--- config.mk ---
export PLATFORM = sky130hd
export DESIGN_NAME = sequence_bank_reference_scan
export DESIGN_NICKNAME = d
export VERILOG_FILES = /design/src/rtl/sbrs_pkg.sv /design/src/rtl/sbrs_input_stage.sv /design/src/rtl/sbrs_scan_core.sv /design/src/rtl/sequence_bank_reference_scan.sv
export SDC_FILE = /design/constraint.sdc
export NUM_CORES = 1
export LEC_CHECK = 0
export BUFFER_PORTS_ARGS = -buffer_cell sky130_fd_sc_hd__buf_2
export CAP_MARGIN = 15
export CELL_PAD_IN_SITES_DETAIL_PLACEMENT = 1
export CELL_PAD_IN_SITES_GLOBAL_PLACEMENT = 1
export CORE_MARGIN = 3
export CORE_UTILIZATION = 41
export CTS_CLUSTER_SIZE = 16
export DETAILED_ROUTE_END_ITERATION = 12
export PLACE_DENSITY = 0.68
export SYNTH_ARGS = -nofsm -noshare
export SYNTH_HDL_FRONTEND = slang
export SYNTH_SLANG_ARGS = --single-unit
--- constraint.sdc ---
create_clock -name clk -period 10.4 [get_ports clk]
set_input_delay 2.08 -clock clk [delete_from_list [all_inputs] [get_ports clk]]
set_output_delay 2.08 -clock clk [all_outputs]
set_load 0.005 [all_outputs]
--- src/rtl/sbrs_pkg.sv ---
// shared types and constants for the sequence bank reference scanner
package sbrs_pkg;

    // command counter width and the command limit
    localparam int CNT_W = 19;
    localparam logic [CNT_W-1:0] MAX_COMMANDS = CNT_W'(262144);

    // bank set size
    localparam int BANKS      = 128;
    localparam int BANK_IDX_W = 7;
    localparam int MAP_W      = 64;

    // status bytes, status classes and the bank select controller
    localparam logic [7:0] STATUS_END   = 8'h83;
    localparam logic [7:0] STATUS_LONG  = 8'h81;
    localparam logic [7:0] STATUS_SHORT = 8'h82;
    localparam logic [3:0] HI_CTRL      = 4'hB;
    localparam logic [3:0] HI_PROG      = 4'hC;
    localparam logic [3:0] HI_PRESS     = 4'hD;
    localparam logic [3:0] HI_BEND      = 4'hE;
    localparam logic [7:0] CTRL_BANK    = 8'd32;

    // reason a scan stopped
    typedef enum logic [1:0] {
        CAUSE_REGION = 2'd0,
        CAUSE_MARKER = 2'd1,
        CAUSE_TRUNC  = 2'd2,
        CAUSE_LIMIT  = 2'd3
    } stop_cause_t;

    // one stream byte with its side flags
    typedef struct packed {
        logic [7:0] data_byte;
        logic       scan_start;
        logic       in_region;
        logic       data_last;
    } item_t;

    // scan summary
    typedef struct packed {
        logic [MAP_W-1:0] bank_map_low;
        logic [MAP_W-1:0] bank_map_high;
        logic [CNT_W-1:0] commands_seen;
        stop_cause_t      stop_cause;
    } result_t;

endpackage

--- src/rtl/sbrs_input_stage.sv ---
// input register stage for the stream bytes
module sbrs_input_stage (
    input  logic           clk,
    input  logic           rst_n,
    input  logic           item_valid,
    output logic           item_ready,
    input  sbrs_pkg::item_t item,
    input  logic           take,
    output logic           stage_valid,
    output sbrs_pkg::item_t stage_item
);

    logic            valid_reg;
    sbrs_pkg::item_t item_reg;

    // room when empty or when the held byte leaves this cycle
    assign item_ready  = !valid_reg || take;
    assign stage_valid = valid_reg;
    assign stage_item  = item_reg;

    // occupancy
    always_ff @(posedge clk or negedge rst_n)
    begin
        if (!rst_n)
        begin
            valid_reg <= 1'b0;
        end
        else if (item_ready)
        begin
            valid_reg <= item_valid;
        end
    end

    // payload capture on transfer
    always_ff @(posedge clk)
    begin
        if (item_valid && item_ready)
        begin
            item_reg <= item;
        end
    end

endmodule

--- src/rtl/sbrs_scan_core.sv ---
// command splitter, bank set and scan state
module sbrs_scan_core (
    input  logic              clk,
    input  logic              rst_n,
    input  logic              step,
    input  sbrs_pkg::item_t   item,
    output logic              res_fire,
    output sbrs_pkg::result_t res
);

    localparam logic [7:0] STATUS_END   = sbrs_pkg::STATUS_END;
    localparam logic [7:0] STATUS_LONG  = sbrs_pkg::STATUS_LONG;
    localparam logic [7:0] STATUS_SHORT = sbrs_pkg::STATUS_SHORT;
    localparam logic [3:0] HI_CTRL      = sbrs_pkg::HI_CTRL;
    localparam logic [3:0] HI_PROG      = sbrs_pkg::HI_PROG;
    localparam logic [3:0] HI_PRESS     = sbrs_pkg::HI_PRESS;
    localparam logic [3:0] HI_BEND      = sbrs_pkg::HI_BEND;
    localparam logic [7:0] CTRL_BANK    = sbrs_pkg::CTRL_BANK;

    // command length from its status byte
    function automatic logic [2:0] cmd_length(input logic [7:0] status);
        logic [2:0] len;
        begin
            len = 3'd1;
            if (!status[7])
                len = 3'd5;
            else if (status[7:4] == HI_CTRL)
                len = 3'd4;
            else if (status[7:4] == HI_PROG || status[7:4] == HI_PRESS
                     || status[7:4] == HI_BEND)
                len = 3'd3;
            else if (status == STATUS_LONG)
                len = 3'd4;
            else if (status == STATUS_SHORT)
                len = 3'd2;
            cmd_length = len;
        end
    endfunction

    logic [2:0]                     pos_reg, pos_next;
    logic [2:0]                     len_reg, len_next;
    logic                           cc_reg, cc_next;
    logic [7:0]                     ctrl_reg, ctrl_next;
    logic [sbrs_pkg::BANK_IDX_W-1:0] bank_reg, bank_next;
    logic [sbrs_pkg::BANKS-1:0]     set_reg, set_next;
    logic [sbrs_pkg::CNT_W-1:0]     cnt_reg, cnt_next;
    logic                           fin_reg, fin_next;
    sbrs_pkg::stop_cause_t          cause;

    // one byte of the scan
    always_comb
    begin
        logic [2:0] pos_inc;
        logic [2:0] status_len;

        // a start byte sees cleared state
        if (item.scan_start)
        begin
            pos_next  = '0;
            len_next  = '0;
            cc_next   = 1'b0;
            ctrl_next = '0;
            bank_next = '0;
            set_next  = '0;
            cnt_next  = '0;
            fin_next  = 1'b0;
        end
        else
        begin
            pos_next  = pos_reg;
            len_next  = len_reg;
            cc_next   = cc_reg;
            ctrl_next = ctrl_reg;
            bank_next = bank_reg;
            set_next  = set_reg;
            cnt_next  = cnt_reg;
            fin_next  = fin_reg;
        end

        res_fire   = 1'b0;
        cause      = sbrs_pkg::CAUSE_REGION;
        pos_inc    = pos_next + 3'd1;
        status_len = cmd_length(item.data_byte);

        if (!fin_next)
        begin
            if (pos_next == 3'd0)
            begin
                // byte where a command would start
                if (!item.in_region)
                begin
                    res_fire = 1'b1;
                    cause    = sbrs_pkg::CAUSE_REGION;
                end
                else if (cnt_next >= sbrs_pkg::MAX_COMMANDS)
                begin
                    res_fire = 1'b1;
                    cause    = sbrs_pkg::CAUSE_LIMIT;
                end
                else if (item.data_byte == STATUS_END)
                begin
                    res_fire = 1'b1;
                    cause    = sbrs_pkg::CAUSE_MARKER;
                end
                else if (status_len == 3'd1)
                begin
                    cnt_next = cnt_next + sbrs_pkg::CNT_W'(1);
                    len_next = '0;
                    cc_next  = 1'b0;
                    if (item.data_last)
                    begin
                        res_fire = 1'b1;
                        cause    = sbrs_pkg::CAUSE_REGION;
                    end
                end
                else
                begin
                    len_next  = status_len;
                    cc_next   = (item.data_byte[7:4] == HI_CTRL);
                    ctrl_next = '0;
                    bank_next = '0;
                    pos_next  = 3'd1;
                    if (item.data_last)
                    begin
                        res_fire = 1'b1;
                        cause    = sbrs_pkg::CAUSE_TRUNC;
                    end
                end
            end
            else
            begin
                // operand bytes
                if (pos_next == 3'd1)
                    ctrl_next = item.data_byte;
                else if (pos_next == 3'd2)
                    bank_next = item.data_byte[sbrs_pkg::BANK_IDX_W-1:0];

                if (pos_inc >= len_next)
                begin
                    if (cc_next && ctrl_next == CTRL_BANK)
                        set_next = set_next | (sbrs_pkg::BANKS'(1) << bank_next);
                    cnt_next = cnt_next + sbrs_pkg::CNT_W'(1);
                    pos_next = '0;
                    len_next = '0;
                    cc_next  = 1'b0;
                    if (item.data_last)
                    begin
                        res_fire = 1'b1;
                        cause    = sbrs_pkg::CAUSE_REGION;
                    end
                end
                else
                begin
                    pos_next = pos_inc;
                    if (item.data_last)
                    begin
                        res_fire = 1'b1;
                        cause    = sbrs_pkg::CAUSE_TRUNC;
                    end
                end
            end
        end

        if (res_fire)
            fin_next = 1'b1;
    end

    // summary of the stopped scan
    assign res.bank_map_low  = set_next[sbrs_pkg::MAP_W-1:0];
    assign res.bank_map_high = set_next[sbrs_pkg::BANKS-1:sbrs_pkg::MAP_W];
    assign res.commands_seen = cnt_next;
    assign res.stop_cause    = cause;

    // control state
    always_ff @(posedge clk or negedge rst_n)
    begin
        if (!rst_n)
        begin
            pos_reg  <= '0;
            len_reg  <= '0;
            cc_reg   <= 1'b0;
            ctrl_reg <= '0;
            bank_reg <= '0;
            set_reg  <= '0;
            cnt_reg  <= '0;
            fin_reg  <= 1'b1;
        end
        else if (step)
        begin
            pos_reg  <= pos_next;
            len_reg  <= len_next;
            cc_reg   <= cc_next;
            ctrl_reg <= ctrl_next;
            bank_reg <= bank_next;
            set_reg  <= set_next;
            cnt_reg  <= cnt_next;
            fin_reg  <= fin_next;
        end
    end

    // a scan that reported is finished
    a_fin_after_result: assert property (@(posedge clk) disable iff (!rst_n)
        step && res_fire |=> fin_reg)
        else $error("scan not finished after its result");

    // inside a command the position stays below the length
    a_pos_in_cmd: assert property (@(posedge clk) disable iff (!rst_n)
        pos_reg != 3'd0 |-> pos_reg < len_reg)
        else $error("byte position past command length");

    // the counter never runs past the limit
    a_cnt_bound: assert property (@(posedge clk) disable iff (!rst_n)
        cnt_reg <= sbrs_pkg::MAX_COMMANDS)
        else $error("command counter past limit");

    // a limit stop reports exactly the limit
    a_limit_count: assert property (@(posedge clk) disable iff (!rst_n)
        res_fire && res.stop_cause == sbrs_pkg::CAUSE_LIMIT
        |-> res.commands_seen == sbrs_pkg::MAX_COMMANDS)
        else $error("limit stop with wrong count");

endmodule

--- src/rtl/sequence_bank_reference_scan.sv ---
// top level of the sequence bank reference scanner
// Takes one stream byte per cycle and returns one summary per scan: a 128-bit bank map,
// the command count and the stop cause. Each byte passes an input register, then a
// combinational decode that updates the command state and the bank set, then the result
// register, from which the summary of the byte that ends the scan is offered. The decode
// sustains one byte per cycle; a held result stalls intake only when the byte in the input
// register would end a scan while the result register is still full.
module sequence_bank_reference_scan (
    input  logic              clk,
    input  logic              rst_n,
    input  logic              item_valid,
    output logic              item_ready,
    input  sbrs_pkg::item_t   item,
    output logic              result_valid,
    input  logic              result_ready,
    output sbrs_pkg::result_t result
);

    logic              stage_valid;
    sbrs_pkg::item_t   stage_item;
    logic              take;
    logic              res_fire;
    sbrs_pkg::result_t res;
    logic              result_valid_reg;
    sbrs_pkg::result_t result_reg;

    // the held byte is processed unless its summary finds the result register full
    assign take = stage_valid && (!res_fire || !result_valid_reg || result_ready);

    sbrs_input_stage u_input_stage (
        .clk         (clk),
        .rst_n       (rst_n),
        .item_valid  (item_valid),
        .item_ready  (item_ready),
        .item        (item),
        .take        (take),
        .stage_valid (stage_valid),
        .stage_item  (stage_item)
    );

    sbrs_scan_core u_scan_core (
        .clk      (clk),
        .rst_n    (rst_n),
        .step     (take),
        .item     (stage_item),
        .res_fire (res_fire),
        .res      (res)
    );

    // result register occupancy
    always_ff @(posedge clk or negedge rst_n)
    begin
        if (!rst_n)
        begin
            result_valid_reg <= 1'b0;
        end
        else if (!result_valid_reg || result_ready)
        begin
            result_valid_reg <= take && res_fire;
        end
    end

    // result payload
    always_ff @(posedge clk)
    begin
        if (take && res_fire)
        begin
            result_reg <= res;
        end
    end

    assign result_valid = result_valid_reg;
    assign result       = result_reg;

endmodule

Word level (Yosys, flattened, before mapping)
Cells that the tools add are included.
Operators by class
  reduce and logical (&&, ||, !) cells: 14
  equality and inequality tests: 11
  order comparisons: 2
  mux-type cells: 78
  add/sub/neg operators: 2
  shift operators: 1
  bitwise operators: 1
Operator list (count)
  128-bit two-way mux: 5
  19-bit two-way mux: 8
  128-bit bitwise OR: 1
  1-bit by 7-bit << shifter with 128-bit output (first input constant): 1
  8-bit two-way mux: 10
  7-bit two-way mux: 11
  3-bit two-way mux: 20
  8-bit == test (second input constant): 3
  19-bit by 1-bit adder with 19-bit output (second input constant): 1
  19-bit greater-or-equal comparator (second input constant): 1
  4-bit == test (second input constant): 4
  1-bit two-way mux: 16
  2-bit two-way mux: 8
  8-bit by 6-bit == test with 1-bit output (second input constant): 1
  3-bit by 1-bit == test with 1-bit output (second input constant): 2
  1-bit logical OR: 6
  1-bit logical AND: 4
  3-bit by 1-bit adder with 3-bit output (second input constant): 1
  3-bit by 2-bit == test with 1-bit output (second input constant): 1
  3-bit greater-or-equal comparator: 1
  1-bit zero test: 3
  3-bit zero test: 1
Storage, ports and cells
  word-level logic and storage cells: 127
  register bits after elaboration: 332

Longest topological paths before layout
  word-level depth: 13
  depth in mapped cells: 15

Hierarchy
A second synthesis with hierarchy kept.
Second synthesis, totals
  cell total of the unflattened synthesis: 1281
  area total of the unflattened synthesis: 14700.3 µm²
By module, submodules not included
  sbrs_scan_core: cells an instance 1111, sequential area each 4255.3 µm², area an instance 9778.1 µm², instances 1
  sequence_bank_reference_scan: cells an instance 155, sequential area each 4499.3 µm², area an instance 4538.1 µm², instances 1
  sbrs_input_stage: cells an instance 15, sequential area each 355.3 µm², area an instance 384.1 µm², instances 1

Worst setup path after synthesis
Ideal clock, no wire load.
  path kind: input -> register
  from: input result_ready
  to: register result_reg, in the netlist result[0] (enable)
  data required time: 9741 ps
  setup time: 659 ps
  setup slack: 976 ps
  data arrival time: 8765 ps
  stages: 4
  cell sequence: nand2b_1 -> o21bai_1 -> buf_2 -> nor2_1
Between the ends
  longest elaborated chain between the ends: 3
Ends and longest elaborated chain
  from (decl): line sequence_bank_reference_scan.sv:15  | input logic result_ready,
  1-bit logical OR: line sequence_bank_reference_scan.sv:28  | assign take = stage_valid && (!res_fire || !result_valid_reg || result_ready);
  1-bit logical AND: line sequence_bank_reference_scan.sv:28
  1-bit logical AND: line sequence_bank_reference_scan.sv:66  | if (take && res_fire)
  to (signal assigned): line sequence_bank_reference_scan.sv:68  | result_reg <= res;
  to (decl): line sequence_bank_reference_scan.sv:25  | sbrs_pkg::result_t result_reg;
Every way passes these cells.
A chain may end at the register's enable or synchronous reset.

Worst setup path in the final report
  from: register u_input_stage.item_reg, in the netlist u_input_stage.stage_item[2]
  to: output item_ready
Between the ends
  longest elaborated chain between the ends: 11
  elaborated cells between the ends (all ways): 14
Ends and longest elaborated chain
  from (decl): line sbrs_input_stage.sv:14  | sbrs_pkg::item_t item_reg;
  from (signal assigned): line sbrs_input_stage.sv:39  | item_reg <= item;
  19-bit two-way mux: line sbrs_scan_core.sv:57  | if (item.scan_start)
  19-bit greater-or-equal comparator: line sbrs_scan_core.sv:95  | else if (cnt_next >= sbrs_pkg::MAX_COMMANDS)
  1-bit two-way mux: line sbrs_scan_core.sv:95
  1-bit two-way mux: line sbrs_scan_core.sv:90  | if (!item.in_region)
  1-bit two-way mux: line sbrs_scan_core.sv:87  | if (pos_next == 3'd0)
  1-bit two-way mux (*): line sbrs_scan_core.sv:85  | if (!fin_next)
  1-bit zero test (*): line sequence_bank_reference_scan.sv:28
  1-bit logical OR (*) (2 in a row): line sequence_bank_reference_scan.sv:28
  1-bit logical AND (*): line sequence_bank_reference_scan.sv:28
  1-bit logical OR (*): line sbrs_input_stage.sv:17  | assign item_ready = !valid_reg || take;
  to (decl): line sequence_bank_reference_scan.sv:12  | output logic item_ready,
Mark *: on every way between the ends. The rest lies on a longest branch, timed or not.

==> metrics.txt <==
status finished, final reports clean; max FFs per register 149; Hold Vio Cnt, Final 0; Syn Inst Count 1280; synthesized area per cell about 11 um^2; Slew @ Worst Pin 1263 ps; CTS buffer count 37; Max Slew Vio Count 0; FF+latch count, synth roughly 330; Fillers 3783; Clock Skew 10.43 ps; via-per-instance ratio 5.829; Clock transition at path regs 60 ps; routed len/inst about 23 um; NetSw 0.0008533 W; yosys warns 0; vias in the first global route about 11k; startpoint types register; Sink Count 332; sequential power share 47.8%; Detailed Routing Iterations Pass 1 5; area of the multi-input gates 5122 um^2; crit path capture type primary output; worst path cell trace buf_4 > inv_4 > nand2_1 > a21oi_2 > nor3_1 > inv_1 > buf_2; Cells after DPL 1826; die width ~200 um; fin util 48.86%; top cells by area, synth edfxtp_1 33%, dfrtp_1 29%, o2bb2ai_1 7.8%; P&R area growth vs syn 16.17%; DRT Wirelength 43360 um; Worst slew margin 15.78%; post-synth cell types 76; CP max stage cell nand2_1; Setup Viol. Count Final 0; clock insertion delay at the later pin of the skew report 520 ps; Antenna Cells 0; crit-path max cell delay 620 ps; first-pass GRT wire length 68570 um; EDFF count, synth between 150 and 200; layout cells sized above 1 19.11%; RR Startpoint u_input_stage.stage_item[2]; pwr/cell area between 150 and 200 nW/um^2; Pleak 6.558 nW; P_int 0.002372 W; post-layout minimum cycle time around 5300 ps; area leader, netlist edfxtp_1; Post-Syn Area 14670 um^2; max cap viols 0; gr ovfl total 0; peak supply drop 0.0001084 V; Worst EP required roughly 8300 ps; ys async rst share 51.81%; CTS root buffer clkbuf_16; critical hold path startpoint u_scan_core.set_reg[74]; largest net degree at the start of global routing a little over 100; Fin Setup TNS 0 ps; H-tree depth 2; initial DRC count 907; Hold Path Class register to register; Crit path arrival time roughly 3200 ps; FP Rows roughly 70; Routed Antenna Nets 0; Die Span Y 195.2 um; Core Footprint 34880 um^2; routability cong. between 0.8 and 0.9; register area 9110 um^2; final net count 1429; switching portion of total power 26.46%; synth cell count leaders 196 x nand2_1, 171 x dfrtp_1, 160 x edfxtp_1; Clk pwr share 40.5%; Fmax 187.9 MHz; IO Count 166; hold-fix buffers at CTS 0; post-cts sizing count 0; IO buf count 165; drt drc 0; CP max FO 65; Primary FF master, synth dfrtp_1; combinational power share 11.6%; top cell type's share of synthesized area 32.74%; Detailed Place HPWL between 20000 and 30000 um; worst-case clock buffer depth 3; Starting Density 42.06%; initial antenna violation count 0; RSZ-0062 raised after global routing false; full die area roughly 38000 um^2; fin crit share about half; Seq/Total Area, Yosys about 62%; CP startpoint u_input_stage.stage_item[2]; most numerous cell in the Yosys netlist nand2_1; Setup CP Type register to primary output; total track usage 22.65%; TritonCTS clock tree done; # Post-CTS Setup Buffers 0; fin cells roughly 1.9k; syn nets roughly 1.3k; vias post-DR 11.04k
[power groups by stage]
stage / logic [W] / clock network, W / registers [W]
finish: 0.000376 / 0.00131 / 0.00154
global route: 0.000416 / 0.00139 / 0.00155
CTS: 0.000380 / 0.00134 / 0.00154
detailed placement: 0.000378 / 0 / 0.00157
global placement: 0.000373 / 0 / 0.00156
floorplan: 0.000230 / 0 / 0.00155
[cells in the final DEF, fill, tap and decap left out, drive strengths merged, types with 13 or more instances in the layout]
| cell type | n |
|---|---|
| nand2 | 196 |
| buf | 185 |
| dfrtp | 171 |
| o21ai | 161 |
| edfxtp | 160 |
| o2bb2ai | 131 |
| clkbuf | 50 |
| nor2 | 46 |
| nand2b | 33 |
| nand3 | 27 |
| nor3 | 22 |
| a21oi | 22 |
| nor2b | 15 |
| a22o | 13 |
| inv | 13 |
[critical path, delay by kind of cell, from the launching register on]
kind,cells,cell delay (ps)
compound gates,1,250
buf+inv,4,1170
flops,1,320
simple gates,2,950
[stage by stage]
stage | instance area (um^2) | setup WS [ps] | total power (W) | hold WS, ps
after detailed placement | 15830 | 5322 | 0.001944 | 472.3
after floorplan | 14670 | 976.1 | 0.001785 | 451.7
final | 17050 | 5078 | 0.003225 | 481.0
after global placement | 15830 | 5443 | 0.001937 | 463.3
after global routing | 17050 | 4835 | 0.003361 | 505.9
after CTS | 17050 | 5066 | 0.003260 | 485.3
[layout make-up]
| cell class | count | area share, % |
|---|---|---|
| timing repair buffer | 185 | 5.762 |
| inverter | 12 | 0.2789 |
| clock buffer | 50 | 6.085 |
| multi-input combinational | 842 | 30.05 |
| tap | 455 | 3.340 |
| sequential | 332 | 53.45 |
| clock inverter | 18 | 1.035 |
[path summary, 6_finish.rpt]
check / to / cells after the start / slack, ps
max in group asynchronous: u_scan_core.set_reg[63] / 2 / 7500
max: item_ready / 7 / 5080
min reg2reg: u_scan_core.set_reg[74] / 2 / 480
min: u_scan_core.set_reg[74] / 2 / 480
min in group asynchronous: u_scan_core.cnt_reg[15] / 1 / 1580
max reg2reg: u_scan_core.set_reg[58] / 10 / 5330
[per-layer routing]
metal | up-vias | routed length [um] | part of all wire (%) | GRT usage (%)
met4 | 0 | 846 | 2.0 | 5.308
met3 | 59 | 2397 | 5.5 | 3.416
met1 | 5608 | 20750 | 48 | 34.22
met5 | - | 0 | 0 | 0
li1 | 5042 | - | - | -
met2 | 332 | 19360 | 45 | 34.67
[cells by family (layout without fill, tap and decap cells)]
group	Yosys count	count (layout)	synth area share (%)
fa+ha+maj	4	4	0.3411
mux	21	21	1.526
simple gates	411	411	13.72
compound gates	395	395	18.60
xor+xnor	11	11	0.6567
flops	332	332	62.09
buf+inv	106	265	3.070
Power figures use the tool's default switching activity.
